[src/hw/rtl/spci_pkg.sv]
// shared types, command codes and constants of the svg path command interpreter
package spci_pkg;

  // default coordinate width (signed fixed point, fraction bits do not matter for sums)
  localparam int COORD_WIDTH = 32;

  // stream payload layout
  localparam int IN_TDATA_W  = 40;
  localparam int TOKEN_W     = 32;
  localparam int OUT_COORD_W = 32;
  localparam int OUT_TDATA_W = 6 * OUT_COORD_W;
  localparam int SEG_KIND_W  = 3;

  // argument buffer entries and job queue entries (queue depth a power of two)
  localparam int NUM_ARGS    = 6;
  localparam int QUEUE_DEPTH = 2;

  typedef logic [3:0] cmd_t;
  typedef logic [2:0] arg_cnt_t;
  typedef logic [SEG_KIND_W-1:0] seg_kind_t;

  // command letter codes
  localparam cmd_t CMD_M    = 4'd0;
  localparam cmd_t CMD_L    = 4'd1;
  localparam cmd_t CMD_H    = 4'd2;
  localparam cmd_t CMD_V    = 4'd3;
  localparam cmd_t CMD_C    = 4'd4;
  localparam cmd_t CMD_S    = 4'd5;
  localparam cmd_t CMD_Q    = 4'd6;
  localparam cmd_t CMD_T    = 4'd7;
  localparam cmd_t CMD_A    = 4'd8;
  localparam cmd_t CMD_Z    = 4'd9;
  localparam cmd_t CMD_NONE = 4'd15;

  // segment kinds on the result channel
  localparam seg_kind_t SEG_MOVE  = 3'd1;
  localparam seg_kind_t SEG_LINE  = 3'd2;
  localparam seg_kind_t SEG_CUBIC = 3'd3;
  localparam seg_kind_t SEG_QUAD  = 3'd4;
  localparam seg_kind_t SEG_CLOSE = 3'd5;

  // control part of one job handed from front to back
  typedef struct packed {
    cmd_t cmd;   // command to carry out
    logic rel;   // relative coordinates
    logic refl;  // reflect the last control point (s after c/s, t after q/t)
    logic last;  // final token of the stream: back state returns to reset afterwards
    logic emit;  // a segment is produced
  } job_ctrl_t;

  // number of arguments each command collects
  function automatic arg_cnt_t arg_need(input cmd_t c);
    arg_cnt_t n;
    case (c)
      CMD_M, CMD_L, CMD_T: n = 3'd2;
      CMD_H, CMD_V:        n = 3'd1;
      CMD_C:               n = 3'd6;
      CMD_S, CMD_Q:        n = 3'd4;
      CMD_A:               n = 3'd7;
      default:             n = 3'd0;
    endcase
    return n;
  endfunction

endpackage

[src/hw/rtl/spci_queue.sv]
// small register queue of jobs between the token front end and the segment back end
module spci_queue #(
  parameter int WIDTH = 8
) (
  input  logic             clk,
  input  logic             rst_n,
  input  logic             push_valid,
  output logic             push_ready,
  input  logic [WIDTH-1:0] push_data,
  output logic             pop_valid,
  input  logic             pop_ready,
  output logic [WIDTH-1:0] pop_data
);

  localparam int DEPTH = spci_pkg::QUEUE_DEPTH;
  localparam int PTR_W = $clog2(DEPTH);

  logic [WIDTH-1:0] mem_r [DEPTH];
  logic [PTR_W-1:0] wr_ptr_r, wr_ptr_nxt;
  logic [PTR_W-1:0] rd_ptr_r, rd_ptr_nxt;
  logic [PTR_W:0]   count_r, count_nxt;
  logic             do_push, do_pop;

  // handshake on both sides
  assign push_ready = (count_r != (PTR_W + 1)'(DEPTH));
  assign pop_valid  = (count_r != '0);
  assign pop_data   = mem_r[rd_ptr_r];
  assign do_push    = push_valid && push_ready;
  assign do_pop     = pop_valid && pop_ready;

  // pointers wrap naturally since the depth is a power of two
  always_comb begin
    wr_ptr_nxt = do_push ? wr_ptr_r + 1'b1 : wr_ptr_r;
    rd_ptr_nxt = do_pop  ? rd_ptr_r + 1'b1 : rd_ptr_r;
    count_nxt  = count_r;
    if (do_push && !do_pop) begin
      count_nxt = count_r + 1'b1;
    end else if (do_pop && !do_push) begin
      count_nxt = count_r - 1'b1;
    end
  end

  always_ff @(posedge clk) begin
    if (!rst_n) begin
      wr_ptr_r <= '0;
      rd_ptr_r <= '0;
      count_r  <= '0;
    end else begin
      wr_ptr_r <= wr_ptr_nxt;
      rd_ptr_r <= rd_ptr_nxt;
      count_r  <= count_nxt;
    end
  end

  // entry storage
  always_ff @(posedge clk) begin
    if (do_push) begin
      mem_r[wr_ptr_r] <= push_data;
    end
  end

endmodule

[src/hw/rtl/spci_front.sv]
// token front end: tracks the active command, gathers arguments and issues jobs
module spci_front #(
  parameter int COORD_WIDTH = spci_pkg::COORD_WIDTH
) (
  input  logic                                              clk,
  input  logic                                              rst_n,
  input  logic                                              in_tvalid,
  output logic                                              in_tready,
  input  logic [spci_pkg::IN_TDATA_W-1:0]                   in_tdata,
  input  logic [0:0]                                        in_tuser,
  input  logic                                              in_tlast,
  output logic                                              job_valid,
  input  logic                                              job_ready,
  output spci_pkg::job_ctrl_t                               job_ctrl,
  output logic [spci_pkg::NUM_ARGS-1:0][COORD_WIDTH-1:0]    job_args
);

  localparam int CW = COORD_WIDTH;
  localparam int NA = spci_pkg::NUM_ARGS;

  typedef logic signed [CW-1:0] coord_t;

  // token fields
  logic                  tok_kind;
  spci_pkg::cmd_t        tok_letter;
  logic                  tok_rel;
  logic signed [31:0]    tok_value;
  logic                  tok_acc;
  coord_t                val_c;

  assign tok_kind   = in_tuser[0];
  assign tok_letter = in_tdata[3:0];
  assign tok_rel    = in_tdata[4];
  assign tok_value  = signed'(in_tdata[spci_pkg::TOKEN_W+4:5]);
  assign in_tready  = job_ready;
  assign tok_acc    = in_tvalid && in_tready;

  // input number clamped to the coordinate range
  if (CW >= 32) begin : g_wide
    assign val_c = CW'(tok_value);
  end else begin : g_narrow
    logic [32-CW:0] upper;
    assign upper = tok_value[31:CW-1];
    assign val_c = ((&upper) || !(|upper)) ? tok_value[CW-1:0] :
                   (tok_value[31] ? {1'b1, {(CW-1){1'b0}}} : {1'b0, {(CW-1){1'b1}}});
  end

  // command state
  spci_pkg::cmd_t     act_r, act_nxt;
  logic               rel_r, rel_nxt;
  logic               pend_r, pend_nxt;
  spci_pkg::arg_cnt_t cnt_r, cnt_nxt;
  spci_pkg::cmd_t     prev_r, prev_nxt;
  coord_t             buf_r [NA];

  logic               store;
  coord_t             store_val;
  spci_pkg::arg_cnt_t cnt_base;
  spci_pkg::arg_cnt_t written;
  spci_pkg::arg_cnt_t slot;
  logic [3:0]         cnt_inc;
  logic               exec;

  // buffer slot for the k-th argument; an arc keeps only its end point
  function automatic spci_pkg::arg_cnt_t slot_of(input spci_pkg::cmd_t c,
                                                  input spci_pkg::arg_cnt_t k);
    spci_pkg::arg_cnt_t s;
    if (c == spci_pkg::CMD_A) begin
      s = (k >= 3'd5) ? k - 3'd5 : 3'd6;
    end else begin
      s = k;
    end
    return s;
  endfunction

  // slots already filled once k arguments have been taken
  function automatic spci_pkg::arg_cnt_t filled_of(input spci_pkg::cmd_t c,
                                                    input spci_pkg::arg_cnt_t k);
    spci_pkg::arg_cnt_t s;
    if (c == spci_pkg::CMD_A) begin
      s = (k >= 3'd5) ? k - 3'd5 : 3'd0;
    end else begin
      s = k;
    end
    return s;
  endfunction

  // token decode and job build
  always_comb begin
    act_nxt   = act_r;
    rel_nxt   = rel_r;
    pend_nxt  = pend_r;
    cnt_nxt   = cnt_r;
    prev_nxt  = prev_r;
    store     = 1'b0;
    store_val = '0;
    cnt_base  = '0;
    written   = '0;
    cnt_inc   = '0;
    exec      = 1'b0;

    if (pend_r) begin
      // argument expected: a letter here counts as zero
      store     = 1'b1;
      store_val = tok_kind ? coord_t'(0) : val_c;
      cnt_base  = cnt_r;
      written   = filled_of(act_r, cnt_r);
      cnt_inc   = {1'b0, cnt_r} + 4'd1;
      cnt_nxt   = cnt_inc[2:0];
      exec      = (cnt_inc >= {1'b0, spci_pkg::arg_need(act_r)});
    end else if (tok_kind) begin
      // new command letter
      act_nxt = tok_letter;
      rel_nxt = tok_rel;
      cnt_nxt = '0;
      if (tok_letter <= spci_pkg::CMD_A) begin
        pend_nxt = 1'b1;
      end else if (tok_letter == spci_pkg::CMD_Z) begin
        exec = 1'b1;
      end else begin
        prev_nxt = tok_letter;
      end
    end else if (act_r <= spci_pkg::CMD_A) begin
      // implicit repeat of the active command
      pend_nxt  = 1'b1;
      store     = 1'b1;
      store_val = val_c;
      cnt_nxt   = 3'd1;
      exec      = (spci_pkg::arg_need(act_r) <= 3'd1);
    end

    // end of stream: missing arguments are zero
    if (in_tlast && pend_nxt && !exec) begin
      exec = 1'b1;
    end

    job_ctrl.cmd  = act_nxt;
    job_ctrl.rel  = rel_nxt;
    job_ctrl.refl = ((act_nxt == spci_pkg::CMD_S) &&
                     ((prev_r == spci_pkg::CMD_C) || (prev_r == spci_pkg::CMD_S))) ||
                    ((act_nxt == spci_pkg::CMD_T) &&
                     ((prev_r == spci_pkg::CMD_Q) || (prev_r == spci_pkg::CMD_T)));
    job_ctrl.last = in_tlast;
    job_ctrl.emit = exec;

    if (exec) begin
      prev_nxt = act_nxt;
      pend_nxt = 1'b0;
      cnt_nxt  = '0;
      if (act_nxt == spci_pkg::CMD_M) begin
        act_nxt = spci_pkg::CMD_L;
      end
    end

    // arguments with the current token forwarded, unfilled ones zero
    slot = slot_of(act_r, cnt_base);
    for (int i = 0; i < NA; i++) begin
      if (store && (slot == 3'(i))) begin
        job_args[i] = store_val;
      end else if (3'(i) < written) begin
        job_args[i] = buf_r[i];
      end else begin
        job_args[i] = '0;
      end
    end

    // last token returns everything to reset
    if (in_tlast) begin
      act_nxt  = spci_pkg::CMD_NONE;
      rel_nxt  = 1'b0;
      pend_nxt = 1'b0;
      cnt_nxt  = '0;
      prev_nxt = spci_pkg::CMD_NONE;
    end
  end

  assign job_valid = tok_acc && (exec || in_tlast);

  // command state registers
  always_ff @(posedge clk) begin
    if (!rst_n) begin
      act_r  <= spci_pkg::CMD_NONE;
      rel_r  <= 1'b0;
      pend_r <= 1'b0;
      cnt_r  <= '0;
      prev_r <= spci_pkg::CMD_NONE;
    end else if (tok_acc) begin
      act_r  <= act_nxt;
      rel_r  <= rel_nxt;
      pend_r <= pend_nxt;
      cnt_r  <= cnt_nxt;
      prev_r <= prev_nxt;
    end
  end

  // argument buffer
  always_ff @(posedge clk) begin
    for (int i = 0; i < NA; i++) begin
      if (tok_acc && store && (slot == 3'(i))) begin
        buf_r[i] <= store_val;
      end
    end
  end

endmodule

[src/hw/rtl/spci_back.sv]
// segment back end: pen position, subpath start, control reflection and result register
module spci_back #(
  parameter int COORD_WIDTH = spci_pkg::COORD_WIDTH
) (
  input  logic                                              clk,
  input  logic                                              rst_n,
  input  logic                                              job_valid,
  output logic                                              job_ready,
  input  spci_pkg::job_ctrl_t                               job_ctrl,
  input  logic [spci_pkg::NUM_ARGS-1:0][COORD_WIDTH-1:0]    job_args,
  output logic                                              out_tvalid,
  input  logic                                              out_tready,
  output logic [spci_pkg::OUT_TDATA_W-1:0]                  out_tdata,
  output logic [spci_pkg::SEG_KIND_W-1:0]                   out_tuser,
  output logic                                              out_tlast
);

  localparam int CW = COORD_WIDTH;
  localparam int OW = (CW > spci_pkg::OUT_COORD_W) ? CW : spci_pkg::OUT_COORD_W;

  typedef logic signed [CW-1:0] coord_t;

  localparam coord_t CMAX = {1'b0, {(CW-1){1'b1}}};
  localparam coord_t CMIN = {1'b1, {(CW-1){1'b0}}};

  function automatic coord_t sat_add(input coord_t a, input coord_t b);
    logic signed [CW:0] s;
    s = {a[CW-1], a} + {b[CW-1], b};
    if (s[CW] != s[CW-1]) begin
      return s[CW] ? CMIN : CMAX;
    end
    return s[CW-1:0];
  endfunction

  function automatic coord_t sat_sub(input coord_t a, input coord_t b);
    logic signed [CW:0] s;
    s = {a[CW-1], a} - {b[CW-1], b};
    if (s[CW] != s[CW-1]) begin
      return s[CW] ? CMIN : CMAX;
    end
    return s[CW-1:0];
  endfunction

  // coordinate to the 32-bit result field
  function automatic logic [spci_pkg::OUT_COORD_W-1:0] to_out(input coord_t x);
    logic signed [OW-1:0] t;
    t = OW'(x);
    return t[spci_pkg::OUT_COORD_W-1:0];
  endfunction

  // pen state
  coord_t cx_r, cx_nxt, cy_r, cy_nxt;
  coord_t sx_r, sx_nxt, sy_r, sy_nxt;
  coord_t lcx_r, lcx_nxt, lcy_r, lcy_nxt;
  // pen minus last control, registered from the pen and control registers after each segment
  coord_t dx_r, dy_r;
  logic   d_ok_r;

  logic   out_valid_r;
  logic   [spci_pkg::OUT_TDATA_W-1:0] out_data_r;
  logic   [spci_pkg::SEG_KIND_W-1:0]  out_kind_r;
  logic   out_last_r;

  logic   out_room, take;
  coord_t ax0, ax1, ax2, ay0, ay1, ay2, vy, rx, ry;
  coord_t c1x, c1y, c2x, c2y, ex, ey;
  spci_pkg::seg_kind_t kind;

  assign out_room  = !out_valid_r || out_tready;
  assign take      = job_valid && out_room && (!job_ctrl.refl || d_ok_r);
  assign job_ready = take;

  // relative offsets applied to the pen position
  always_comb begin
    ax0 = job_ctrl.rel ? sat_add(cx_r, coord_t'(job_args[0])) : coord_t'(job_args[0]);
    ay0 = job_ctrl.rel ? sat_add(cy_r, coord_t'(job_args[1])) : coord_t'(job_args[1]);
    ax1 = job_ctrl.rel ? sat_add(cx_r, coord_t'(job_args[2])) : coord_t'(job_args[2]);
    ay1 = job_ctrl.rel ? sat_add(cy_r, coord_t'(job_args[3])) : coord_t'(job_args[3]);
    ax2 = job_ctrl.rel ? sat_add(cx_r, coord_t'(job_args[4])) : coord_t'(job_args[4]);
    ay2 = job_ctrl.rel ? sat_add(cy_r, coord_t'(job_args[5])) : coord_t'(job_args[5]);
    vy  = job_ctrl.rel ? sat_add(cy_r, coord_t'(job_args[0])) : coord_t'(job_args[0]);
    rx  = job_ctrl.refl ? sat_add(cx_r, dx_r) : cx_r;
    ry  = job_ctrl.refl ? sat_add(cy_r, dy_r) : cy_r;
  end

  // segment per command
  always_comb begin
    c1x  = '0;
    c1y  = '0;
    c2x  = '0;
    c2y  = '0;
    ex   = ax0;
    ey   = ay0;
    kind = spci_pkg::SEG_LINE;
    lcx_nxt = lcx_r;
    lcy_nxt = lcy_r;
    case (job_ctrl.cmd)
      spci_pkg::CMD_M, spci_pkg::CMD_L, spci_pkg::CMD_A: begin
        ex   = ax0;
        ey   = ay0;
        kind = (job_ctrl.cmd == spci_pkg::CMD_M) ? spci_pkg::SEG_MOVE : spci_pkg::SEG_LINE;
        lcx_nxt = ex;
        lcy_nxt = ey;
      end
      spci_pkg::CMD_H: begin
        ex = ax0;
        ey = cy_r;
        lcx_nxt = ex;
        lcy_nxt = ey;
      end
      spci_pkg::CMD_V: begin
        ex = cx_r;
        ey = vy;
        lcx_nxt = ex;
        lcy_nxt = ey;
      end
      spci_pkg::CMD_C: begin
        c1x  = ax0;
        c1y  = ay0;
        c2x  = ax1;
        c2y  = ay1;
        ex   = ax2;
        ey   = ay2;
        kind = spci_pkg::SEG_CUBIC;
        lcx_nxt = c2x;
        lcy_nxt = c2y;
      end
      spci_pkg::CMD_S: begin
        c1x  = rx;
        c1y  = ry;
        c2x  = ax0;
        c2y  = ay0;
        ex   = ax1;
        ey   = ay1;
        kind = spci_pkg::SEG_CUBIC;
        lcx_nxt = c2x;
        lcy_nxt = c2y;
      end
      spci_pkg::CMD_Q: begin
        c1x  = ax0;
        c1y  = ay0;
        ex   = ax1;
        ey   = ay1;
        kind = spci_pkg::SEG_QUAD;
        lcx_nxt = c1x;
        lcy_nxt = c1y;
      end
      spci_pkg::CMD_T: begin
        c1x  = rx;
        c1y  = ry;
        ex   = ax0;
        ey   = ay0;
        kind = spci_pkg::SEG_QUAD;
        lcx_nxt = c1x;
        lcy_nxt = c1y;
      end
      default: begin
        // close back to the subpath start
        ex   = sx_r;
        ey   = sy_r;
        kind = spci_pkg::SEG_CLOSE;
        lcx_nxt = ex;
        lcy_nxt = ey;
      end
    endcase
  end

  // pen state next values
  always_comb begin
    cx_nxt = cx_r;
    cy_nxt = cy_r;
    sx_nxt = sx_r;
    sy_nxt = sy_r;
    if (take && job_ctrl.emit) begin
      cx_nxt = ex;
      cy_nxt = ey;
      if (job_ctrl.cmd == spci_pkg::CMD_M) begin
        sx_nxt = ex;
        sy_nxt = ey;
      end
    end
  end

  always_ff @(posedge clk) begin
    if (!rst_n) begin
      cx_r   <= '0;
      cy_r   <= '0;
      sx_r   <= '0;
      sy_r   <= '0;
      lcx_r  <= '0;
      lcy_r  <= '0;
      d_ok_r <= 1'b0;
    end else if (take && job_ctrl.last) begin
      // stream finished
      cx_r   <= '0;
      cy_r   <= '0;
      sx_r   <= '0;
      sy_r   <= '0;
      lcx_r  <= '0;
      lcy_r  <= '0;
      d_ok_r <= 1'b0;
    end else begin
      cx_r   <= cx_nxt;
      cy_r   <= cy_nxt;
      sx_r   <= sx_nxt;
      sy_r   <= sy_nxt;
      if (take && job_ctrl.emit) begin
        lcx_r <= lcx_nxt;
        lcy_r <= lcy_nxt;
      end
      d_ok_r <= !(take && job_ctrl.emit);
    end
  end

  // reflection difference from the settled pen state
  always_ff @(posedge clk) begin
    dx_r <= sat_sub(cx_r, lcx_r);
    dy_r <= sat_sub(cy_r, lcy_r);
  end

  // result register
  always_ff @(posedge clk) begin
    if (!rst_n) begin
      out_valid_r <= 1'b0;
    end else if (take && job_ctrl.emit) begin
      out_valid_r <= 1'b1;
    end else if (out_tready) begin
      out_valid_r <= 1'b0;
    end
  end

  always_ff @(posedge clk) begin
    if (take && job_ctrl.emit) begin
      out_data_r <= {to_out(ey), to_out(ex), to_out(c2y), to_out(c2x),
                     to_out(c1y), to_out(c1x)};
      out_kind_r <= kind;
      out_last_r <= job_ctrl.last;
    end
  end

  assign out_tvalid = out_valid_r;
  assign out_tdata  = out_data_r;
  assign out_tuser  = out_kind_r;
  assign out_tlast  = out_last_r;

endmodule

[src/hw/rtl/svg_path_command_interpreter.sv]
// a segment passes from the token completing it through the job queue and the result register to out_*
// throughput: one token per cycle while the job queue has room; an s or t that reflects and
//   reaches the back end right behind the segment before it waits for the pen-minus-control difference
// a two-entry job queue parts the token front end from the segment back end
// reset: synchronous rst_n low clears pen, subpath and command state; no clearing pass
module svg_path_command_interpreter #(
  parameter int COORD_WIDTH = spci_pkg::COORD_WIDTH
) (
  input  logic                               clk,
  input  logic                               rst_n,
  // token channel
  input  logic                               in_tvalid,
  output logic                               in_tready,
  input  logic [spci_pkg::IN_TDATA_W-1:0]    in_tdata,   // letter[3:0], relative[4], value[36:5]
  input  logic [0:0]                         in_tuser,   // kind[0]
  input  logic                               in_tlast,   // last_token
  // segment channel
  output logic                               out_tvalid,
  input  logic                               out_tready,
  output logic [spci_pkg::OUT_TDATA_W-1:0]   out_tdata,  // ctrl1_x, ctrl1_y, ctrl2_x, ctrl2_y,
                                                         // end_x, end_y (32 bits each)
  output logic [spci_pkg::SEG_KIND_W-1:0]    out_tuser,  // seg_kind[2:0]
  output logic                               out_tlast   // stream_end
);

  localparam int NA    = spci_pkg::NUM_ARGS;
  localparam int JOB_W = NA * COORD_WIDTH + $bits(spci_pkg::job_ctrl_t);

  spci_pkg::job_ctrl_t                 push_ctrl, pop_ctrl;
  logic [NA-1:0][COORD_WIDTH-1:0]      push_args, pop_args;
  logic                                push_valid, push_ready;
  logic                                pop_valid, pop_ready;
  logic [JOB_W-1:0]                    push_data, pop_data;

  // token decode and argument gathering
  spci_front #(
    .COORD_WIDTH (COORD_WIDTH)
  ) u_front (
    .clk       (clk),
    .rst_n     (rst_n),
    .in_tvalid (in_tvalid),
    .in_tready (in_tready),
    .in_tdata  (in_tdata),
    .in_tuser  (in_tuser),
    .in_tlast  (in_tlast),
    .job_valid (push_valid),
    .job_ready (push_ready),
    .job_ctrl  (push_ctrl),
    .job_args  (push_args)
  );

  // job queue
  assign push_data = {push_args, push_ctrl};

  spci_queue #(
    .WIDTH (JOB_W)
  ) u_queue (
    .clk        (clk),
    .rst_n      (rst_n),
    .push_valid (push_valid),
    .push_ready (push_ready),
    .push_data  (push_data),
    .pop_valid  (pop_valid),
    .pop_ready  (pop_ready),
    .pop_data   (pop_data)
  );

  assign pop_ctrl = pop_data[$bits(spci_pkg::job_ctrl_t)-1:0];
  assign pop_args = pop_data[JOB_W-1:$bits(spci_pkg::job_ctrl_t)];

  // segment generation
  spci_back #(
    .COORD_WIDTH (COORD_WIDTH)
  ) u_back (
    .clk        (clk),
    .rst_n      (rst_n),
    .job_valid  (pop_valid),
    .job_ready  (pop_ready),
    .job_ctrl   (pop_ctrl),
    .job_args   (pop_args),
    .out_tvalid (out_tvalid),
    .out_tready (out_tready),
    .out_tdata  (out_tdata),
    .out_tuser  (out_tuser),
    .out_tlast  (out_tlast)
  );

endmodule

[config.mk]
export PLATFORM = sky130hd
export DESIGN_NAME = svg_path_command_interpreter
export DESIGN_NICKNAME = d
export VERILOG_FILES = /design/src/hw/rtl/spci_pkg.sv /design/src/hw/rtl/spci_queue.sv /design/src/hw/rtl/spci_front.sv /design/src/hw/rtl/spci_back.sv /design/src/hw/rtl/svg_path_command_interpreter.sv
export SDC_FILE = /design/constraint.sdc
export NUM_CORES = 2
export LEC_CHECK = 0
export BUFFER_PORTS_ARGS = -buffer_cell sky130_fd_sc_hd__buf_2
export CORE_MARGIN = 2
export CORE_UTILIZATION = 46
export DETAILED_ROUTE_END_ITERATION = 12
export HOLD_SLACK_MARGIN = 0.06
export SYNTH_ARGS = -nofsm -noshare
export SYNTH_HDL_FRONTEND = slang
export SYNTH_SLANG_ARGS = --single-unit
[constraint.sdc]
create_clock -name clk -period 17.9 [get_ports clk]
set_input_delay 0 -clock clk [delete_from_list [all_inputs] [get_ports clk]]
set_output_delay 0 -clock clk [all_outputs]
set_load 0.01 [all_outputs]
==> impl_metrics.yaml <==
status:
  status: "completed"
detailed_routing:
  postRouteAntennaNets: 0
  vias: 61300
  drt-initial-drc-count: 9272
  routed_wl_um: 294000
  vias_per_cell: 6.61
  drt-pass1-iter-count: 7
  drc_errors: 0
  post_drt_wl_per_cell_um: 31.6
grt:
  grt_pass1_wl_um: 406000
  grt-ovfl-total: 0
  grt_max_degree: 98
  antenna_found_initial: 14
  grt_pass1_vias: 55100
  grt_use_total: 0.382
clocking:
  cts_max_path_buffers: 3
  clk_pin_slew_worst_paths_ns: 0.06
  cts_sinks: 1066
  cts_made_buffers: 113
  htreeDepth: 3
  cts_tree: "done"
  cts-root-buf: "clkbuf_16"
  cts_resized: 0
  insertion_delay_ns: 0.75
placement:
  dp_hpwl_um: 225000
  port_buffers: 240
  gp_congestion: 1.06
power_and_ir_drop:
  irDropWorstVdd_uv: 143
  power_density_mw_per_mm2: 177
  p_leak_nw: 28.7
  total_power_mw: 13.2
timing:
  rsz0062_at_grt: "no"
  hold_viol: 0
  skew_ns: 0.0514
  final.min_clock_period_ns: 8.14
  setup_violations: 0
  max_freq_mhz: 123
  timing.slew.headroom: 0.0856
  maxSlewViolCount: 0
  tns_ns: 0
  min_period_over_period: 0.455
  worst_pin_slew_ns: 1.35
min_path:
  hold_depth: 3
  hold_start: "in_tdata[16]"
  hold_path.class: "in -> reg"
  hold_end: "u_queue.mem_r[0][51]$_DFFE_PP_"
flow_run:
  drv_cap: 0
floorplan:
  initial_utilization: 0.461
  die_w_um: 386
  fp-row-count: 140
  ioPinCount: 244
  dieArea_sq_mm: 0.149
  die_h_um: 386
  coreArea_sq_mm: 0.145
logic_synthesis:
  avgSynthCellArea_sq_um: 9.42
  synthFlopType: "edfxtp_1"
  syn-cell-area_sq_mm: 0.0670
  synth_compound_area_frac: 0.246
  synth-xor-area-share: 0.0405
  ys_seq_area_frac: 0.436
  ys_warn_count: 0
  synthMuxAreaShare: 0.0368
  synth-edff-count: 788
  synth_cell_types: 111
  synth_fp_nets: 7535
  async_flop_share: 0
  yosys.area_share.simple: 0.129
  syn_inst: 7115
  synthAdderAreaFrac: 0.0757
  yosys_register_bits: 1066
  synth_top_family_by_area: "compound AO/OA/AOI/OAI gates"
setup_path:
  crit_type: "reg -> reg"
  rr_worst_depth: 16
  max_stage_delay_ns: 0.95
  path_max_fanout: 46
  cp.required_ns: 18.54
  cp-end-kind: "register"
  cp.buffers_inverters: 3
  cp_top_family: "compound AO/OA/AOI/OAI gates"
  crit_chain: "buf_4 -> buf_4 -> buf_4 -> mux2_2 -> ha_1 -> a211oi_1 -> o21ai_2 -> o21ai_2 -> a2111oi_2 -> o2111a_2 -> nor2_1 -> a221o_1 -> a21oi_1 -> nor2_1 -> a211oi_1 -> o31ai_1"
  crit_arrival_ns: 8.78
  cp-start-kind: "register"
  cpMostUsedCell: "buf_4"
  path_depth: 16
  cp_slowest_cell: "nor2_1"
  rrSetupSlack_ns: 9.76
  r2r-end: "u_back.cx_r[10]$_SDFFE_PP0P_"
final_layout:
  layout_common_cells: "788 x edfxtp_1, 726 x o21ai_0, 649 x a21oi_1, 626 x nand2_1, 536 x nor2_1"
  area_delta_synth_final_pct: 11.3
  fin_util: 0.513
  layout.cells.most_common: "edfxtp_1"
  largest_register: "u_queue.mem_r"
  largest_reg_flops: 400
  drive_gt1_frac: 0.124
  nets: 7683
## Yosys cell counts, drive strengths merged, types with 70 or more instances
cell type / instances / area, sq um
a211oi: 126 / 951
a21o: 170 / 1280
a21oi: 656 / 3300
a221oi: 70 / 626
a31oi: 97 / 607
buf: 73 / 339
clkbuf: 322 / 1210
dfxtp: 278 / 5570
edfxtp: 788 / 23700
ha: 363 / 4540
inv: 224 / 841
mux2: 189 / 2130
nand2: 631 / 2380
nand3: 258 / 1290
nor2: 552 / 2070
nor3: 102 / 526
o211ai: 102 / 776
o21ai: 763 / 3840
xnor2: 189 / 1660
xor2: 120 / 1050
## worst register-to-register path: stages, from the launching register on
cell	delay, ns
dfxtp_4	0.64
buf_4	0.51
buf_4	0.51
buf_4	0.66
mux2_2	0.55
ha_1	0.30
a211oi_1	0.39
o21ai_2	0.16
o21ai_2	0.31
a2111oi_2	0.18
o2111a_2	0.33
nor2_1	0.74
a221o_1	0.90
a21oi_1	0.08
nor2_1	0.95
a211oi_1	0.47
o31ai_1	0.36
## report_power, final
part / switching, mW / total [mW] / internal, mW
Combinational: 5.01 / 7.46 / 2.45
Sequential: 0.243 / 3.35 / 3.11
Clock: 1.02 / 2.38 / 1.37
Total: 6.27 / 13.2 / 6.93
## layout make-up
type | count | area, sq um
well taps | 1917 | 2400
multi-input cells | 5429 | 35600
flip-flops and latches | 1066 | 29200
clock buffers | 138 | 3010
fillers | 13300 | 70600
inverters | 225 | 852
clock inverters | 68 | 711
repair buffers | 428 | 2700
diodes | 9 | 22.5
## how the worst max path moves through the flow
stage	endpoint	startpoint
final	u_back.cx_r[10]$_SDFFE_PP0P_	register
after global routing	u_back.cx_r[10]$_SDFFE_PP0P_	register
after CTS	u_back.cx_r[10]$_SDFFE_PP0P_	register
after detailed placement	u_back.cx_r[10]$_SDFFE_PP0P_	register
after global placement	u_back.cx_r[10]$_SDFFE_PP0P_	register
after floorplan	u_queue.wr_ptr_r$_SDFFE_PN0P_	u_front.cnt_r[0]$_SDFFE_PN0P_
## what timing repair did
action | in CTS | in global routing
hold buffers | 34 | 0
endpoints found under the hold margin | 149 | 0
buffers inserted | 0 | 0
## cell families (layout without fill, tap and decap cells)
kind of cell    Yosys count  in the layout
compound gates         2585           2585
xor+xnor                309            309
fa+ha+maj               405            405
buf+inv                 620            859
flops                  1066           1066
mux                     223            223
other cells               0              9
simple gates           1907           1907
## routing by layer
metal / routed length (um) / share of wire / up-vias / GRT usage
met5: 86 / 0.00029 / - / 0
met4: 14100 / 0.048 / 10 / 0.161
met3: 34600 / 0.12 / 563 / 0.0942
met2: 119000 / 0.40 / 3787 / 0.533
met1: 126000 / 0.43 / 29800 / 0.558
li1: - / - / 27200 / -
## metrics by stage
stage / setup slack (ns) / hold slack, ns / std cells / cell area (sq um)
final: 9.76 / 0.0880 / 9280 / 74600
after global placement: 9.94 / 0.318 / 9031 / 70500
after floorplan: 1.25 / 0.0989 / 7115 / 67000
after global routing: 9.47 / 0.0967 / 9271 / 74500
after CTS: 9.93 / 0.0607 / 9271 / 74500
after detailed placement: 9.99 / 0.328 / 9031 / 70500
(Power assumes the default switching activity.)
